<file path="src/design/pcdm_pkg.sv">
// Shared constants, register codes and types for the pot-to-CC deadband mapper.
`timescale 1ns / 1ps

package pcdm_pkg;

   localparam int CHANNELS_DEF = 16;
   localparam int ADC_BITS_DEF = 10;

   localparam int CHAN_W     = 4;
   localparam int SAMPLE_W   = 10;
   localparam int CC_W       = 7;
   localparam int MIDI_CH_W  = 4;
   localparam int THRESH_W   = 10;

   localparam int REQ_W      = 40;
   localparam int RSP_W      = 24;
   localparam int CSR_IDX_W  = 1;
   localparam int CSR_DATA_W = 10;

   localparam logic [CC_W-1:0]      CC_MAX       = 7'd127;
   localparam logic [THRESH_W-1:0]  THRESH_RESET = 10'd8;
   localparam logic [MIDI_CH_W-1:0] MIDI_RESET   = 4'd0;

   typedef enum logic [CSR_IDX_W-1:0] {
      REG_STEP_THRESHOLD = 1'b0,
      REG_MIDI_CHANNEL   = 1'b1
   } csr_index_type;

   typedef struct packed {
      logic            hit;
      logic [CC_W-1:0] value;
   } calc_result_type;

endpackage

</file>
<file path="src/design/pcdm_store.sv">
// Per-channel last accepted sample store with valid bits and write forwarding.
`timescale 1ns / 1ps

module pcdm_store #(
   parameter int CHANNELS = pcdm_pkg::CHANNELS_DEF,
   parameter int ADC_BITS = pcdm_pkg::ADC_BITS_DEF,
   parameter int IDX_W    = (CHANNELS > 1) ? $clog2(CHANNELS) : 1
) (
   input  logic                clock,
   input  logic                reset,
   input  logic                rd_en,
   input  logic [IDX_W-1:0]    rd_addr,
   input  logic                wr_en,
   input  logic [IDX_W-1:0]    wr_addr,
   input  logic [ADC_BITS-1:0] wr_data,
   output logic [ADC_BITS-1:0] rd_data
);
   import pcdm_pkg::*;

   logic [ADC_BITS-1:0] store_ff [CHANNELS];
   logic [CHANNELS-1:0] valid_ff;
   logic [CHANNELS-1:0] valid_in;
   logic [ADC_BITS-1:0] rd_data_ff;

   always_comb begin
      valid_in = valid_ff;
      if (wr_en) begin
         valid_in[wr_addr] = 1'b1;
      end
   end

   always_ff @(posedge clock) begin
      if (reset) begin
         valid_ff <= '0;
      end else begin
         valid_ff <= valid_in;
      end
   end

   always_ff @(posedge clock) begin
      if (wr_en) begin
         store_ff[wr_addr] <= wr_data;
      end
   end

   // Forward a write to the same entry; an entry never written reads as zero.
   always_ff @(posedge clock) begin
      if (rd_en) begin
         if (wr_en && (wr_addr == rd_addr)) begin
            rd_data_ff <= wr_data;
         end else if (valid_ff[rd_addr]) begin
            rd_data_ff <= store_ff[rd_addr];
         end else begin
            rd_data_ff <= '0;
         end
      end
   end

   assign rd_data = rd_data_ff;

endmodule

</file>
<file path="src/design/pcdm_calc.sv">
// Deadband test, optional inversion and linear limit mapping of one sample.
`timescale 1ns / 1ps

module pcdm_calc #(
   parameter int ADC_BITS = pcdm_pkg::ADC_BITS_DEF
) (
   input  logic                          in_range,
   input  logic [ADC_BITS-1:0]           sample,
   input  logic [ADC_BITS-1:0]           old_sample,
   input  logic [pcdm_pkg::THRESH_W-1:0] threshold,
   input  logic                          inverted,
   input  logic [pcdm_pkg::CC_W-1:0]     lower_limit,
   input  logic [pcdm_pkg::CC_W-1:0]     upper_limit,
   output pcdm_pkg::calc_result_type     result
);
   import pcdm_pkg::*;

   localparam int CW = (ADC_BITS > THRESH_W) ? ADC_BITS : THRESH_W;

   logic [CW-1:0]   a_ext;
   logic [CW-1:0]   b_ext;
   logic [CW-1:0]   diff;
   logic            step_ok;
   logic [CC_W-1:0] seven_new;
   logic [CC_W-1:0] seven_old;
   logic [CC_W-1:0] v_inv;
   logic            rising;
   logic [CC_W-1:0] span_mag;
   logic [13:0]     prod;
   logic [14:0]     prod_p1;
   logic [20:0]     recip;
   logic [CC_W-1:0] quot;
   logic [CC_W-1:0] mapped;
   logic            full_range;

   always_comb begin
      a_ext     = CW'(sample);
      b_ext     = CW'(old_sample);
      diff      = (a_ext >= b_ext) ? (a_ext - b_ext) : (b_ext - a_ext);
      step_ok   = (diff >= CW'(threshold));
      seven_new = sample[ADC_BITS-1 -: CC_W];
      seven_old = old_sample[ADC_BITS-1 -: CC_W];
      v_inv     = inverted ? (CC_MAX - seven_new) : seven_new;

      rising    = (upper_limit >= lower_limit);
      span_mag  = rising ? (upper_limit - lower_limit) : (lower_limit - upper_limit);
      prod      = 14'(v_inv) * 14'(span_mag);
      // Exact floor(prod / 127) for prod <= 127*127: ((prod + 1) * 129) >> 14.
      prod_p1   = 15'(prod) + 15'd1;
      recip     = (21'(prod_p1) << 7) + 21'(prod_p1);
      quot      = recip[20:14];
      mapped    = rising ? (lower_limit + quot) : (lower_limit - quot);

      full_range   = (lower_limit == '0) && (upper_limit == CC_MAX);
      result.hit   = in_range && step_ok && (seven_new != seven_old);
      result.value = full_range ? v_inv : mapped;
   end

endmodule

</file>
<file path="src/design/pot_to_cc_deadband_mapper_core.sv">
// Top level of the pot-to-CC deadband mapper: handshakes, pipeline and registers.
`timescale 1ns / 1ps

// Takes one sample beat per cycle and returns at most one control change per
// sample; a result passes from the stage 1 register into the result register
// on rsp, and the block keeps taking one beat per cycle while rsp is free, the
// rate being set by the read-modify-write of the per-channel sample store
// (registered read with forwarding from the write in the same cycle). The
// store comes out of reset cleared by per-entry valid bits, so there is no
// clearing pass. Samples on a channel at or above CHANNELS, within the deadband,
// or with an unchanged 7-bit value are dropped without a result. Configuration
// writes are taken at any time and should only be issued while the block is idle.
module pot_to_cc_deadband_mapper_core #(
   parameter int CHANNELS = pcdm_pkg::CHANNELS_DEF,
   parameter int ADC_BITS = pcdm_pkg::ADC_BITS_DEF
) (
   input  logic                            clock,
   input  logic                            reset,
   input  logic                            req_tvalid,
   output logic                            req_tready,
   // channel[3:0], sample[13:4], inverted[14], lower_limit[21:15],
   // upper_limit[28:22], controller_number[35:29], zero[39:36]
   input  logic [pcdm_pkg::REQ_W-1:0]      req_tdata,
   output logic                            rsp_tvalid,
   input  logic                            rsp_tready,
   // cc_controller[6:0], cc_value[13:7], cc_channel[17:14], zero[23:18]
   output logic [pcdm_pkg::RSP_W-1:0]      rsp_tdata,
   input  logic                            csr_valid,
   output logic                            csr_ready,
   input  logic [pcdm_pkg::CSR_IDX_W-1:0]  csr_index,
   input  logic [pcdm_pkg::CSR_DATA_W-1:0] csr_data
);
   import pcdm_pkg::*;

   localparam int IDX_W = (CHANNELS > 1) ? $clog2(CHANNELS) : 1;

   logic [THRESH_W-1:0]  thresh_ff;
   logic [MIDI_CH_W-1:0] midi_ff;

   logic                 req_acc;
   logic                 s1_adv;
   logic                 s1_valid_ff;
   logic [CHAN_W-1:0]    s1_chan_ff;
   logic [ADC_BITS-1:0]  s1_sample_ff;
   logic                 s1_inv_ff;
   logic [CC_W-1:0]      s1_lo_ff;
   logic [CC_W-1:0]      s1_hi_ff;
   logic [CC_W-1:0]      s1_ctl_ff;
   logic                 s1_in_range;
   logic [ADC_BITS-1:0]  old_sample;
   calc_result_type      calc;
   logic                 wr_en;

   logic                 rsp_valid_ff;
   logic                 rsp_valid_in;
   logic [CC_W-1:0]      rsp_ctl_ff;
   logic [CC_W-1:0]      rsp_value_ff;
   logic [MIDI_CH_W-1:0] rsp_chan_ff;

   // Configuration registers
   assign csr_ready = 1'b1;

   always_ff @(posedge clock) begin
      if (reset) begin
         thresh_ff <= THRESH_RESET;
         midi_ff   <= MIDI_RESET;
      end else if (csr_valid && csr_ready) begin
         case (csr_index)
            REG_STEP_THRESHOLD: thresh_ff <= csr_data;
            REG_MIDI_CHANNEL:   midi_ff   <= csr_data[MIDI_CH_W-1:0];
            default:            ;
         endcase
      end
   end

   // Pipeline control: stage 1 advances whenever the result register is free
   assign s1_adv     = s1_valid_ff && (!rsp_valid_ff || rsp_tready);
   assign req_tready = !s1_valid_ff || s1_adv;
   assign req_acc    = req_tvalid && req_tready;

   always_ff @(posedge clock) begin
      if (reset) begin
         s1_valid_ff <= 1'b0;
      end else if (req_tready) begin
         s1_valid_ff <= req_tvalid;
      end
   end

   always_ff @(posedge clock) begin
      if (req_acc) begin
         s1_chan_ff   <= req_tdata[3:0];
         s1_sample_ff <= ADC_BITS'(req_tdata[13:4]);
         s1_inv_ff    <= req_tdata[14];
         s1_lo_ff     <= req_tdata[21:15];
         s1_hi_ff     <= req_tdata[28:22];
         s1_ctl_ff    <= req_tdata[35:29];
      end
   end

   assign s1_in_range = (32'(s1_chan_ff) < 32'(CHANNELS));
   assign wr_en       = s1_adv && calc.hit;

   pcdm_store #(
      .CHANNELS (CHANNELS),
      .ADC_BITS (ADC_BITS),
      .IDX_W    (IDX_W)
   ) u_store (
      .clock   (clock),
      .reset   (reset),
      .rd_en   (req_acc),
      .rd_addr (IDX_W'(req_tdata[3:0])),
      .wr_en   (wr_en),
      .wr_addr (IDX_W'(s1_chan_ff)),
      .wr_data (s1_sample_ff),
      .rd_data (old_sample)
   );

   pcdm_calc #(
      .ADC_BITS (ADC_BITS)
   ) u_calc (
      .in_range    (s1_in_range),
      .sample      (s1_sample_ff),
      .old_sample  (old_sample),
      .threshold   (thresh_ff),
      .inverted    (s1_inv_ff),
      .lower_limit (s1_lo_ff),
      .upper_limit (s1_hi_ff),
      .result      (calc)
   );

   // Result register: load on a hit, drop once the beat is taken
   always_comb begin
      if (s1_adv && calc.hit) begin
         rsp_valid_in = 1'b1;
      end else if (rsp_tready) begin
         rsp_valid_in = 1'b0;
      end else begin
         rsp_valid_in = rsp_valid_ff;
      end
   end

   always_ff @(posedge clock) begin
      if (reset) begin
         rsp_valid_ff <= 1'b0;
      end else begin
         rsp_valid_ff <= rsp_valid_in;
      end
   end

   always_ff @(posedge clock) begin
      if (wr_en) begin
         rsp_ctl_ff   <= s1_ctl_ff;
         rsp_value_ff <= calc.value;
         rsp_chan_ff  <= midi_ff;
      end
   end

   assign rsp_tvalid = rsp_valid_ff;
   assign rsp_tdata  = {6'd0, rsp_chan_ff, rsp_value_ff, rsp_ctl_ff};

   a_write_needs_item: assert property (@(posedge clock) disable iff (reset)
      wr_en |-> (s1_valid_ff && s1_in_range))
      else $error("store written without a valid in-range item");

   a_hold_on_stall: assert property (@(posedge clock) disable iff (reset)
      (rsp_valid_ff && !rsp_tready) |-> !s1_adv)
      else $error("stage 1 advanced into an occupied result register");

   a_value_in_limits: assert property (@(posedge clock) disable iff (reset)
      wr_en |-> ((calc.value >= s1_lo_ff && calc.value <= s1_hi_ff) ||
                 (calc.value <= s1_lo_ff && calc.value >= s1_hi_ff) ||
                 (s1_lo_ff == '0 && s1_hi_ff == CC_MAX)))
      else $error("mapped value outside channel limits");

   a_reset_empty: assert property (@(posedge clock)
      ($past(reset) && !reset) |-> (!rsp_valid_ff && !s1_valid_ff))
      else $error("pipeline not empty after reset");

endmodule
</file>
<file path="config.mk">
export PLATFORM = sky130hd
export DESIGN_NAME = pot_to_cc_deadband_mapper_core
export DESIGN_NICKNAME = d
export VERILOG_FILES = /design/src/design/pcdm_pkg.sv /design/src/design/pcdm_store.sv /design/src/design/pcdm_calc.sv /design/src/design/pot_to_cc_deadband_mapper_core.sv
export SDC_FILE = /design/constraint.sdc
export NUM_CORES = 1
export LEC_CHECK = 0
export CAP_MARGIN = 20
export CELL_PAD_IN_SITES_DETAIL_PLACEMENT = 2
export CELL_PAD_IN_SITES_GLOBAL_PLACEMENT = 2
export CORE_ASPECT_RATIO = 1.25
export CORE_MARGIN = 5
export CORE_UTILIZATION = 41
export CTS_CLUSTER_SIZE = 12
export DETAILED_ROUTE_END_ITERATION = 16
export DONT_BUFFER_PORTS = 1
export HOLD_SLACK_MARGIN = 0.12
export PLACE_DENSITY_LB_ADDON = 0.1
export SYNTH_ARGS = -nofsm -noshare
export SYNTH_HDL_FRONTEND = slang
export SYNTH_SLANG_ARGS = --single-unit
</file>
<file path="constraint.sdc">
create_clock -name clock -period 9.7 [get_ports clock]
set_input_delay 0 -clock clock [delete_from_list [all_inputs] [get_ports clock]]
set_output_delay 0 -clock clock [all_outputs]
set_load 0.05 [all_outputs]
</file>
Yosys cells after proc, flatten, opt, wreduce, memory -nomap -nowiden
Memories as Yosys holds them, arrays and structs flattened.
Index checks and enable logic that the tools add are counted.

storage, ports and cells
  register bits after elaboration = 96
  memory bits (writable) = 160
  input port bits = 56
  output and inout bits = 27
  logic and storage cells = 67
  memories kept = 1

memories
  memory            words  bits a word  rd ports  clocked after Yosys merged registers in  write ports  RTL line          RTL
  u_store.store_ff  16     10           1         0                                        1            pcdm_store.sv:20  logic [ADC_BITS-1:0] store_ff [CHANNELS];

cells by class
  $add $sub $neg = 9
  multipliers = 1
  $lt $le $gt $ge = 6
  eq/ne operators = 3
  muxes and demuxes = 15
  bitwise logic cells = 2
  reduce and logical (&&, ||, !) cells = 15

operators with widths
  kind                                                               number
  two-way mux 10 bit                                                 3
  two-way mux 7 bit                                                  4
  adder 21 x 15 -> 21 bit                                            1
  subtractor 7 bit                                                   3
  greater-or-equal comparator 10 bit                                 2
  subtractor 10 bit                                                  2
  bitwise OR 16 bit                                                  1
  adder 14 x 1 -> 15 bit, second input constant                      1
  multiplier 7 x 7 -> 14 bit                                         1
  less-than comparator 4 x 5 -> 1 bit, second input constant         2
  adder 7 bit                                                        1
  == test 7 bit, second input constant                               1
  greater-or-equal comparator 7 bit                                  1
  logical AND 1 bit                                                  7
  zero test 7 bit                                                    1
  inequality test 7 bit                                              1
  subtractor 7 bit, first input constant                             1
  two-way mux 1 bit                                                  6
  binary-select mux 1 bit (select 4 bit)                             1
  demux 1 bit (select 4 bit)                                         1
  == test 4 bit                                                      1
  greater-or-equal comparator 4 x 1 -> 1 bit, second input constant  1
  AND reduction 2 bit                                                2
  zero test 1 bit                                                    2
  other kinds (3)                                                    4

Logic depth before layout (Yosys ltp)
  depth in word-level cells = 8
  depth in mapped cells = 52

By module
A second synthesis with hierarchy kept.

unflattened totals
  cells, all modules = 1131
  area total of the unflattened synthesis = 14295.0 sq um

modules (own cells, without submodules)
  module                          times used  cells each  area each (sq um)  sequential area each (sq um)
  pcdm_store                      1           371         7218.2             5425.2
  pcdm_calc                       1           628         4704.5             0.0
  pot_to_cc_deadband_mapper_core  1           132         2372.3             1941.9

Worst setup path before layout
OpenSTA, ideal clock, no wires.

  path kind = reg2reg
  from = reg s1_lo_ff[1]
  to = reg rsp_value_ff[6] (data pin)
  arrival time = 10429 ps
  data required time = 9435 ps
  setup slack = -995 ps
  stages on the path, launching flop included = 50
  path buffers = 1
  clock period less this slack = 10695 ps
  cell sequence = edfxtp_1 inv_1 ha_1 nor2b_1 o21ai_1 a21boi_1 o21ai_1 a31oi_1 o21ai_1 nand2_1 a311o_1 o211a_1 o31a_1 or3_1 fa_1 fa_1 inv_1 fa_1 [14 not listed] and2_1 o221ai_2 a31oi_1 xnor2_1 inv_1 ha_1 nor2_1 a21oi_1 fa_1 a21o_1 a21oi_1 o21bai_1 a21oi_1 xnor2_1 xnor2_1 xnor2_1 a31oi_1 o211ai_2

RTL lines
  what                    RTL line                               RTL
  from (decl)             pot_to_cc_deadband_mapper_core.sv:46   logic [CC_W-1:0] s1_lo_ff;
  from (signal assigned)  pot_to_cc_deadband_mapper_core.sv:94   s1_lo_ff <= req_tdata[21:15];
  to (signal assigned)    pot_to_cc_deadband_mapper_core.sv:153  rsp_value_ff <= calc.value;
  to (decl)               pot_to_cc_deadband_mapper_core.sv:57   logic [CC_W-1:0] rsp_value_ff;

==> impl_metrics.json <==
{
  "crit_type": "reg -> reg",
  "post-route-min-period_ps": 10500,
  "fin_nets": 1446,
  "fin_crit_sh_pct": 108,
  "status": "finished, violations left",
  "grt_max_degree": 47,
  "whs_path_depth": 1,
  "vias_per_cell": 5.69,
  "die_h_um": 215,
  "drive_gt1_share_pct": 24.0,
  "numCtsBuffers": 29,
  "grtUsageTotal_pct": 25.2,
  "drt-initial-drc-count": 671,
  "worstSkewPairLatency_ps": 570,
  "io_pins": 83,
  "maxSlewHeadroom_pct": 36.0,
  "wl_mm": 49.6,
  "first_pass_iters": 5,
  "slowest_delay_ps": 540,
  "clkSlewWorstSetupHoldPaths_ps": 70,
  "final_antenna_net_count": 0,
  "async_flop_share_pct": 0,
  "route.met3.wl_mm": 1.69,
  "wl_met2_mm": 28.5,
  "hold_viol": 0,
  "vias": 9749,
  "start_util_pct": 41.3,
  "violations": "setup timing",
  "drv_cap": 0,
  "port_buffers": 0,
  "r2r-start": "s1_lo_ff[1]$_DFFE_PP_",
  "cp.required_ps": 10000,
  "holdCritPathClass": "in -> reg",
  "dpl.hpwl_mm": 29.2,
  "max_slew.worst_pin.slew_ps": 957,
  "place.gp.congestion": 0.807,
  "cts_tree": "built",
  "cp_max_fo": 13,
  "grt_pass1_wl_mm": 71.8,
  "coreArea_um2": 33400,
  "ys_warn_count": 0,
  "synth_seq_cells": 256,
  "cp_common_cell": "xnor2_2",
  "routedWlPerCell_um": 28.9,
  "synth_area_per_cell_um2": 13.4,
  "slowest_stage": "fa_2",
  "worstSetupStartpointType": "flip-flop",
  "fmax_mhz": 95.2,
  "synthesis.instances": 1031,
  "synth_edf_count": 224,
  "core.rowCount": 75,
  "grt_overflow": 0,
  "drc": 0,
  "dpl_worst_slack_ps": -588,
  "synthFlopType": "edfxtp_1",
  "worstHoldStart": "req_tdata[6]",
  "antenna_found_initial": 1,
  "worstPathArrival_ps": 10800,
  "setup_violations": 4,
  "dieArea_um2": 37400,
  "rsz0062_at_grt": "true",
  "end_kind": "flip-flop",
  "drt-met1-wl_mm": 17.7,
  "layout-area-overhead-vs-synth_pct": 26.7,
  "ys_types": 73,
  "grt_pass1_vias": 11300,
  "ctsHtreeMaxLevel": 1,
  "cts.path.max_buffers": 3,
  "synth_area_um2": 13800,
  "worstRegToRegCells": 50,
  "worstHoldEndpoint": "s1_sample_ff[2]$_DFFE_PP_",
  "fin_worst_skew_ps": 21.4,
  "cts_sinks": 256,
  "drv_slew": 0,
  "clock-root-buffer": "clkbuf_16",
  "top_layer": "met4",
  "die_w_um": 174,
  "r2r_end": "rsp_value_ff[6]$_DFFE_PP_",
  "seq_area_frac_synth_pct": 53.4,
  "setup_slack_ps": -800,
  "r2r_slack_ps": -800
}
placed cells by master (no fill, tap or decap), types with 20 or more instances in the layout:
cell type / instances
edfxtp_1: 224
buf_4: 130
dlygate4sd3_1: 111
inv_1: 97
ha_1: 86
nor2_1: 78
nand2_1: 57
mux4_2: 55
a21oi_1: 33
clkbuf_16: 32
dfxtp_1: 32
fa_1: 27
xnor2_1: 24
mux2i_1: 20
state kept, by name (all words and copies together), names as in the netlist, 7 cells and up:
name and count:
u_store.store_ff 160, u_store.valid_ff 16, s1_sample_ff 10, thresh_ff 10
u_store.rd_data 10, rsp_ctl_ff 7, rsp_value_ff 7, s1_ctl_ff 7
s1_hi_ff 7, s1_lo_ff 7
cell type report:
| cell class | count | area [um^2] |
|---|---|---|
| clock buffers | 42 | 848 |
| multi-input cells | 638 | 6170 |
| repair buffers | 243 | 2120 |
| well taps | 423 | 529 |
| fillers | 3135 | 15900 |
| diodes | 1 | 2.50 |
| flip-flops and latches | 256 | 7370 |
| inverters | 101 | 382 |
| clock inverters | 10 | 60.1 |
metrics by stage:
step	TNS (ps)	cells	hold WS, ps	instance area (um^2)	util, %
6_report	-1430	1714	144	17500	52.3
3_5_place_dp	-849	1537	78.6	15200	45.4
5_1_grt	-2850	1714	122	17500	52.3
3_3_place_gp	-259	1537	74.2	15200	45.4
2_1_floorplan	-138	1036	98.9	13900	-
4_1_cts	-335	1704	122	17300	51.7
repair_timing:
| action | 4_1_cts | 5_1_grt |
|---|---|---|
| pin swaps | 20 | 18 |
| gates resized for setup | 10 | 27 |
| buffers inserted | 4 | 10 |
| setup endpoints to repair | 3 | 6 |
| endpoints found under the hold margin | 78 | 1 |
| hold buffers | 111 | 1 |
cell usage after synthesis, drive strengths merged (19+ instances only):
library cell | n | area, um^2
ha | 92 | 1150
dfxtp | 32 | 641
a21oi | 39 | 195
xnor2 | 32 | 299
mux4 | 55 | 1240
nand2 | 58 | 218
nor2 | 80 | 303
fa | 29 | 581
nand3 | 19 | 95.1
inv | 101 | 379
mux2i | 20 | 200
o21ai | 24 | 120
clkbuf | 25 | 96.3
edfxtp | 224 | 6730
kinds of logic after synthesis:
kind of cell / Yosys count / share of synthesized area, %
AO/OA/AOI/OAI: 153 / 7.75
AND/OR/NAND/NOR: 230 / 8.05
multiplexers: 80 / 10.8
buffers and inverters: 142 / 4.19
XOR/XNOR: 47 / 3.12
adder cells (fa/ha/maj): 121 / 12.6
flip-flops: 256 / 53.4
other: 2 / 0.0545
routing by layer:
metal | vias up | track usage, %
met1 | 5132 | 28.0
met4 | 0 | 6.87
li1 | 4255 | -
met5 | - | 0
met2 | 264 | 50.6
met3 | 98 | 2.43
critical path, delay by kind of cell, from the launching register on:
kind / cells / cell delay (ps)
AO/OA/AOI/OAI: 16 / 3060
XOR/XNOR: 6 / 1070
buffers and inverters: 9 / 920
AND/OR/NAND/NOR: 11 / 1620
adder cells (fa/ha/maj): 8 / 3130
flip-flops: 1 / 440
how the worst max path moves through the flow:
stage                                      from                   endpoint  slack, ps
final                     s1_lo_ff[1]$_DFFE_PP_  rsp_value_ff[6]$_DFFE_PP_       -800
after global routing      s1_lo_ff[1]$_DFFE_PP_  rsp_value_ff[6]$_DFFE_PP_      -1170
after CTS                 s1_lo_ff[1]$_DFFE_PP_  rsp_value_ff[6]$_DFFE_PP_       -340
after detailed placement  s1_lo_ff[1]$_DFFE_PP_  rsp_value_ff[6]$_DFFE_PP_       -590
after global placement    s1_hi_ff[1]$_DFFE_PP_  rsp_value_ff[6]$_DFFE_PP_       -260
after floorplan           s1_lo_ff[1]$_DFFE_PP_  rsp_value_ff[6]$_DFFE_PP_       -140
Power is left out: the tool's default activity adds up to more than one toggle a clock period on the data nets, which glitch-free logic cannot reach.
